==> src/heliostat_mirror_aim_macros.svh <==
// assertion helpers for the mirror aim block
`ifndef HELIOSTAT_MIRROR_AIM_MACROS_SVH
`define HELIOSTAT_MIRROR_AIM_MACROS_SVH

// property checked on every clock edge outside reset
`define HMA_ASSERT(label, clk, rstn, prop, msg) \
    label: assert property (@(posedge clk) disable iff (!rstn) (prop)) else $error(msg);

// property checked on every clock edge, reset included
`define HMA_ASSERT_ALWAYS(label, clk, prop, msg) \
    label: assert property (@(posedge clk) (prop)) else $error(msg);

`endif

==> src/hma_pkg.sv <==
`timescale 1ns / 1ps
// ----------------------------------------------------------------------------
// hma_pkg
// shared constants, tables and types of the mirror aim pipeline
// ----------------------------------------------------------------------------
package hma_pkg;

    localparam int WORK_FRAC    = 30;
    localparam int ANG_FRAC     = 12;
    localparam int TABLE_LEN    = 32;
    localparam int FULL_TURN    = 36000;
    localparam int HALF_TURN    = 18000;
    localparam int QUARTER_TURN = 9000;
    localparam int ANG_W        = 15;
    localparam int STAT_W       = 2;
    localparam logic signed [63:0] CORDIC_GAIN_Q30 = 64'sd652032874;

    typedef enum logic [STAT_W-1:0] {
        STAT_OK       = 2'd0,
        STAT_VERTICAL = 2'd1,
        STAT_ZERO_SUM = 2'd2
    } status_t;

    function automatic logic signed [31:0] atan_entry(input int i);
        logic signed [31:0] r;
        r = 32'sd0;
        case (i)
            0:  r = 32'sd18432000;
            1:  r = 32'sd10881045;
            2:  r = 32'sd5749245;
            3:  r = 32'sd2918407;
            4:  r = 32'sd1464867;
            5:  r = 32'sd733147;
            6:  r = 32'sd366663;
            7:  r = 32'sd183343;
            8:  r = 32'sd91673;
            9:  r = 32'sd45837;
            10: r = 32'sd22918;
            11: r = 32'sd11459;
            12: r = 32'sd5730;
            13: r = 32'sd2865;
            14: r = 32'sd1432;
            15: r = 32'sd716;
            16: r = 32'sd358;
            17: r = 32'sd179;
            18: r = 32'sd90;
            19: r = 32'sd45;
            20: r = 32'sd22;
            21: r = 32'sd11;
            22: r = 32'sd6;
            23: r = 32'sd3;
            24: r = 32'sd1;
            25: r = 32'sd1;
            default: r = 32'sd0;
        endcase
        return r;
    endfunction

endpackage

==> src/hma_sincos.sv <==
`timescale 1ns / 1ps
// ----------------------------------------------------------------------------
// hma_sincos
// pipelined rotation cordic: angle in hundredths of a degree to sin and cos
// ----------------------------------------------------------------------------
module hma_sincos
    import hma_pkg::*;
#(
    parameter int VEC_FRAC_BITS = 16,
    parameter int CORDIC_STEPS  = 18,
    parameter int VEC_W         = VEC_FRAC_BITS + 3
) (
    input  logic                    aclk,
    input  logic                    en,
    input  logic signed [16:0]      angle,
    output logic signed [VEC_W-1:0] sin_out,
    output logic signed [VEC_W-1:0] cos_out
);

    localparam int NSTEP = (CORDIC_STEPS > TABLE_LEN) ? TABLE_LEN : CORDIC_STEPS;
    localparam int SH    = WORK_FRAC - VEC_FRAC_BITS;

    // fold stages
    logic signed [16:0] mod_next;
    logic [15:0]        mod_reg;
    logic [13:0]        base_next;
    logic               sneg_next, cneg_next;

    logic signed [33:0] x_reg [NSTEP+1];
    logic signed [33:0] y_reg [NSTEP+1];
    logic signed [29:0] z_reg [NSTEP+1];
    logic               sn_reg [NSTEP+1];
    logic               cn_reg [NSTEP+1];

    always_comb begin
        mod_next = angle;
        if (mod_next >= 17'sd36000) begin
            mod_next = mod_next - 17'sd36000;
        end
        if (mod_next < 17'sd0) begin
            mod_next = mod_next + 17'sd36000;
        end
    end

    always_ff @(posedge aclk) begin
        if (en) begin
            mod_reg <= mod_next[15:0];
        end
    end

    always_comb begin
        base_next = mod_reg[13:0];
        sneg_next = 1'b0;
        cneg_next = 1'b0;
        if (mod_reg <= 16'(QUARTER_TURN)) begin
            base_next = mod_reg[13:0];
        end else if (mod_reg <= 16'(HALF_TURN)) begin
            base_next = 14'(16'(HALF_TURN) - mod_reg);
            cneg_next = 1'b1;
        end else if (mod_reg <= 16'(HALF_TURN + QUARTER_TURN)) begin
            base_next = 14'(mod_reg - 16'(HALF_TURN));
            sneg_next = 1'b1;
            cneg_next = 1'b1;
        end else begin
            base_next = 14'(16'(FULL_TURN) - mod_reg);
            sneg_next = 1'b1;
        end
    end

    always_ff @(posedge aclk) begin
        if (en) begin
            x_reg[0]  <= 34'(CORDIC_GAIN_Q30);
            y_reg[0]  <= '0;
            z_reg[0]  <= 30'(signed'({1'b0, base_next}) <<< ANG_FRAC);
            sn_reg[0] <= sneg_next;
            cn_reg[0] <= cneg_next;
        end
    end

    for (genvar i = 0; i < NSTEP; i++) begin : g_rot
        always_ff @(posedge aclk) begin
            if (en) begin
                if (z_reg[i] >= 0) begin
                    x_reg[i+1] <= x_reg[i] - (y_reg[i] >>> i);
                    y_reg[i+1] <= y_reg[i] + (x_reg[i] >>> i);
                    z_reg[i+1] <= z_reg[i] - 30'(atan_entry(i));
                end else begin
                    x_reg[i+1] <= x_reg[i] + (y_reg[i] >>> i);
                    y_reg[i+1] <= y_reg[i] - (x_reg[i] >>> i);
                    z_reg[i+1] <= z_reg[i] + 30'(atan_entry(i));
                end
                sn_reg[i+1] <= sn_reg[i];
                cn_reg[i+1] <= cn_reg[i];
            end
        end
    end

    logic signed [33:0] s_rnd, c_rnd;
    always_comb begin
        if (SH == 0) begin
            s_rnd = y_reg[NSTEP];
            c_rnd = x_reg[NSTEP];
        end else begin
            s_rnd = (y_reg[NSTEP] + (34'sd1 <<< (SH - 1))) >>> SH;
            c_rnd = (x_reg[NSTEP] + (34'sd1 <<< (SH - 1))) >>> SH;
        end
    end

    always_ff @(posedge aclk) begin
        if (en) begin
            sin_out <= sn_reg[NSTEP] ? -VEC_W'(s_rnd) : VEC_W'(s_rnd);
            cos_out <= cn_reg[NSTEP] ? -VEC_W'(c_rnd) : VEC_W'(c_rnd);
        end
    end

endmodule

==> config.mk <==
export PLATFORM = sky130hd
export DESIGN_NAME = hma_sincos
export DESIGN_NICKNAME = d
export VERILOG_FILES = /design/src/heliostat_mirror_aim_macros.svh /design/src/hma_pkg.sv /design/src/hma_sincos.sv
export SDC_FILE = /design/constraint.sdc
export NUM_CORES = 2
export LEC_CHECK = 0
export BUFFER_PORTS_ARGS = -buffer_cell sky130_fd_sc_hd__buf_2
export CAP_MARGIN = 20
export CORE_MARGIN = 3
export CORE_UTILIZATION = 51
export CTS_BUF_LIST = sky130_fd_sc_hd__clkbuf_8
export CTS_CLUSTER_SIZE = 10
export DETAILED_ROUTE_END_ITERATION = 16
export GPL_ROUTABILITY_DRIVEN = 0
export HOLD_SLACK_MARGIN = 0.12
export PLACE_DENSITY_LB_ADDON = 0.1
export SLEW_MARGIN = 25
export SYNTH_ARGS = -nofsm -noshare
export SYNTH_HDL_FRONTEND = slang
export SYNTH_SLANG_ARGS = --single-unit
==> constraint.sdc <==
create_clock -name aclk -period 16.2 [get_ports aclk]
set_clock_uncertainty 0.05 [all_clocks]
set_input_delay 1.62 -clock aclk [delete_from_list [all_inputs] [get_ports aclk]]
set_output_delay 1.62 -clock aclk [all_outputs]
set_load 0.01 [all_outputs]
Word level (Yosys, flattened, before mapping). Memories as Yosys holds them, arrays and structs flattened. Cells that the tools add are included.

Register bits after elaboration: 54. Bits in latches: 0. Memory bits (writable): 1900. Memory bits (read-only): 0. Bits of input ports: 19. Output and inout bits: 38. Word-level logic and storage cells: 377. Memories kept: 5.

Memories: x_reg (depth 19, width 34, read ports 19, clocked after memory_dff 0, wr ports 19, RTL line hma_sincos.sv:29) `logic signed [33:0] x_reg [NSTEP+1];`; y_reg (depth 19, width 34, read ports 19, clocked after memory_dff 0, wr ports 19, RTL line hma_sincos.sv:30) `logic signed [33:0] y_reg [NSTEP+1];`; z_reg (depth 19, width 30, read ports 18, clocked after memory_dff 0, wr ports 19, RTL line hma_sincos.sv:31) `logic signed [29:0] z_reg [NSTEP+1];`; cn_reg (depth 19, width 1, read ports 19, clocked after memory_dff 0, wr ports 19, RTL line hma_sincos.sv:33) `logic cn_reg [NSTEP+1];`; sn_reg (depth 19, width 1, read ports 19, clocked after memory_dff 0, wr ports 19, RTL line hma_sincos.sv:32) `logic sn_reg [NSTEP+1];`.

Add/subtract/negate cells: 116. Multiply operators: 0. Divide/modulo/power cells: 0. $lt $le $gt $ge: 23. Equal/unequal tests: 0. Shift operators: 0. Muxes and demuxes: 176. Bitwise gates (word level): 54. Reduce and logical (&&, ||, !) cells: 0.

Operators with widths (count): $mux 34 (36); $ge 30x1->1 const B (18); $mux 30 (18); $mux 1 (115); $add 34x17->34 (2); $add 34x18->34 (2); $add 34x19->34 (2); $add 34x20->34 (2); $add 34x21->34 (2); $add 34x22->34 (2); $add 34x23->34 (2); $add 34x24->34 (2); $add 34x25->34 (2); $add 34x26->34 (2); $add 34x27->34 (2); $add 34x28->34 (2); $add 34x29->34 (2); $add 34x30->34 (2); $add 34x31->34 (2); $add 34x32->34 (2); $add 34x33->34 (2); $sub 34x17->34 (2); $sub 34x18->34 (2); $sub 34x19->34 (2); other kinds (68) (142).

Depth between registers and ports, before layout. An unclocked memory read counts as a cell.

Depth after elaboration: 6. Depth in mapped cells: 22. Mapped depth without buffers: 21.

Worst setup path after synthesis. OpenSTA, ideal clock, no wires.

Kind: input port to flip-flop. Start: in en. End: mem y_reg[7][32], in the netlist y_reg[3][66] (data pin). Library setup time: 0.137 ns. Data arrival time: 6.185 ns. Required time: 16.013 ns. Path slack: 9.828 ns. Stages: 19. Buffers on the path: 4. Path through: clkbuf_1 clkbuf_1 nand2_1 inv_1 clkbuf_1 clkbuf_1 nor2_1 xnor2_1 ha_1 a211oi_2 o21ai_1 and4b_1 o31a_1 nor3b_1 o31a_1 o31a_1 or4b_4 a2111o_1 nand4_1.

RTL lines: start, declared (RTL line hma_sincos.sv:14) `input logic en,`; end, declared (RTL line hma_sincos.sv:30).

==> flow_summary.json <==
{
  "status": "complete, no violations",
  "initial_core_util_pct": 51.5,
  "row_count": 187,
  "grt_max_degree": 135,
  "clock_path_buffers": 4,
  "num-nets-final": 15900,
  "post_dr_vias_cell": 6.02,
  "cts_tree": "built",
  "cts_num_sinks": 1609,
  "post_dp_hpwl_um": 277000,
  "worst_hold_path_type": "register to register",
  "worst_setup_path_start_kind": "input pin",
  "floorplan.die.height_um": 520,
  "tritoncts.num_buffers": 300,
  "setup_total_negative_slack_ns": 0,
  "setup.worst_path.class": "input pin to register",
  "hold_viol_final": 0,
  "worstPathRequired_ns": 16.88,
  "synthesis.instances": 14100,
  "drt_drc_violations_left": 0,
  "track_usage_pct": 25.3,
  "drt.antenna.violating_nets": 0,
  "crit_fanout": 81,
  "post_synth.cell_area_avg_um2": 9.53,
  "worst_skew_pair.late_latency_ns": 1.04,
  "final_cell_mix": "1,609 x sky130_fd_sc_hd__edfxtp_1, 1,488 x sky130_fd_sc_hd__ha_1, 1,374 x sky130_fd_sc_hd__a21oi_1",
  "antenna_violations_before_repair": 3,
  "cp_data_arrival_time_ns": 7.84,
  "die_area_um2": 270000,
  "synth_nets": 15700,
  "dr.first_iter.drc_count": 7888,
  "drv_slew": 0,
  "finalNonFillerCells": 18000,
  "post-place-cells": 17500,
  "flip_flop_cell_with_the_highest_count_after_synthesis": "sky130_fd_sc_hd__edfxtp_1",
  "root_buffer": "sky130_fd_sc_hd__clkbuf_8",
  "vias_in_the_first_global_route": 105000,
  "post_cts_resize_count": 0,
  "port_buffers": 56,
  "post_route_cells_drive_above_1_share_pct": 4.81,
  "finalWorstPathRequiredPeriod_ns": 7.17,
  "yosys_register_bits": 1609,
  "ys_async_rst_share_pct": 0,
  "overflow": 0,
  "setup_repair_after_global_routing_missed_its_margin": "false",
  "grt_pass1_wl_um": 559000,
  "timing.hold.worst_path_depth": 0,
  "endpoint_type_of_the_worst_setup_path": "register",
  "final_common_cell": "sky130_fd_sc_hd__edfxtp_1",
  "wl_per_cell_um": 19.6,
  "number_of_enable_type_register_cells_in_the_synthesized_netlist": 1609,
  "max_slew_margin_pct": 28.7,
  "max_ffs_per_register": 531,
  "final_critical_path_share_of_the_clock_period_pct": 44.2,
  "area_growth_syn_to_layout_pct": 7.37,
  "num_vias": 109000,
  "synthesis.area_um2": 135000,
  "clkSlewWorstSetupHoldPaths_ns": 0.06,
  "drt_pass1_iterations": 9,
  "yosysUniqueCellTypes": 94,
  "seq_area_frac_synth_pct": 35.9,
  "timing.reg2reg.worst_path_depth": 17,
  "max-cap-violations": 0,
  "yosysWarningCount": 0,
  "io_pins": 57,
  "htreeDepth": 5,
  "cts_hold_buf": 0,
  "die_w_um": 520,
  "report.final.setup_viol": 0,
  "post_cts_buffers": 0,
  "totalWireLength_um": 353000,
  "design.core.area_um2": 261000,
  "max_freq_mhz": 140,
  "max_slew.worst_pin.slew_ns": 1.05
}
-- path summary, 6_finish.rpt --
| path | endpoint | startpoint | slack (ns) |
|---|---|---|---|
| max | x_reg[2][67] | en | 9.03 |
| min reg2reg | cn_reg[15] | cn_reg[14] | 0.35 |
| max reg2reg | y_reg[4][33] | z_reg[1][119] | 10.24 |
| min | cn_reg[15] | cn_reg[14] | 0.35 |
-- critical path: stages --
cell                       delay [ns]
sky130_fd_sc_hd__buf_12          0.32
sky130_fd_sc_hd__buf_4           0.62
sky130_fd_sc_hd__buf_4           0.52
sky130_fd_sc_hd__nand2_1         0.09
sky130_fd_sc_hd__buf_4           0.31
sky130_fd_sc_hd__inv_1           0.40
sky130_fd_sc_hd__buf_4           0.47
sky130_fd_sc_hd__nor2_1          0.12
sky130_fd_sc_hd__xor2_1          0.17
sky130_fd_sc_hd__ha_1            0.35
sky130_fd_sc_hd__o21ai_0         0.22
sky130_fd_sc_hd__nor2_1          0.12
sky130_fd_sc_hd__o211ai_1        0.41
sky130_fd_sc_hd__a211o_1         0.23
sky130_fd_sc_hd__a31oi_1         0.15
sky130_fd_sc_hd__o41ai_2         0.60
sky130_fd_sc_hd__o311ai_0        0.30
sky130_fd_sc_hd__a21o_1          0.21
sky130_fd_sc_hd__a21oi_1         0.16
sky130_fd_sc_hd__xnor3_1         0.22
-- logic make-up (layout without fill, tap and decap cells) --
kind of cell               count (synthesis)  after routing  synth area share, %
AOI/OAI and AO/OA                       4154           4154                 19.5
xor gates and xnor gates                1952           1952                 12.7
adders and majority gates               1528           1528                 14.4
buffers and inverters                    814           1244                 2.28
DFF                                     1609           1609                 35.9
muxes                                    129            129                 1.01
other                                      0              3                    0
and+or+nand+nor                         3927           3927                 14.1
-- per-stage QoR --
| step | area (um^2) | hold slack, ns | worst slack, ns | utilization, % |
|---|---|---|---|---|
| finish | 144000 | 0.350 | 9.03 | 55.3 |
| global route | 144000 | 0.375 | 8.61 | 55.3 |
| CTS | 144000 | 0.352 | 9.14 | 55.3 |
| detailed placement | 139000 | 0.355 | 8.06 | 53.2 |
| global placement | 139000 | 0.353 | 8.21 | 53.2 |
| floorplan | 135000 | 0.350 | 9.83 | - |
-- Yosys cell counts (58+ instances only) --
master	n	area share [%]
sky130_fd_sc_hd__mux2i_1	78	0.58
sky130_fd_sc_hd__o21a_1	222	1.2
sky130_fd_sc_hd__or2_2	58	0.27
sky130_fd_sc_hd__xor2_1	643	4.2
sky130_fd_sc_hd__o211ai_1	85	0.47
sky130_fd_sc_hd__a31oi_1	145	0.67
sky130_fd_sc_hd__edfxtp_1	1609	36
sky130_fd_sc_hd__nand2_1	845	2.4
sky130_fd_sc_hd__a21o_1	531	3.0
sky130_fd_sc_hd__nor3_1	442	1.6
sky130_fd_sc_hd__nor2b_1	197	0.92
sky130_fd_sc_hd__nor4_1	96	0.45
sky130_fd_sc_hd__inv_1	588	1.6
sky130_fd_sc_hd__and3_1	126	0.59
sky130_fd_sc_hd__o31ai_1	141	0.79
sky130_fd_sc_hd__nand2b_1	215	1.0
sky130_fd_sc_hd__xnor2_1	1308	8.5
sky130_fd_sc_hd__nand4_1	86	0.40
sky130_fd_sc_hd__clkbuf_1	173	0.48
sky130_fd_sc_hd__a211oi_1	158	0.88
sky130_fd_sc_hd__o21bai_1	153	0.85
sky130_fd_sc_hd__ha_1	1488	14
sky130_fd_sc_hd__or3_1	117	0.54
sky130_fd_sc_hd__nor2_1	1182	3.3
sky130_fd_sc_hd__a21oi_1	1374	5.1
sky130_fd_sc_hd__o21ai_0	773	2.9
sky130_fd_sc_hd__and2_1	95	0.44
sky130_fd_sc_hd__nand3_1	274	1.0
-- final cells by class --
cell class                 instances  area [um^2]
tap                             3496         4370
inverter                         598         2240
timing repair buffer             122          845
sequential                      1609        48300
clock inverter                   219         1270
fill                           23200       117000
antenna                            3         7.51
clock buffer                     305         4200
multi-input combinational      11700        83200
-- per-layer routing --
layer	wire length [um]	share of wire, %	vias up	GRT usage, %
met3	15600	4.4	963	2.45
met4	20600	5.8	0	13.5
met5	0	0	-	0
li1	-	-	53000	-
met1	147000	42	51500	31.2
met2	170000	48	3099	43.6
Power is left out: the tool's default activity adds up to more than one toggle a clock period on the data nets, which glitch-free logic cannot reach.
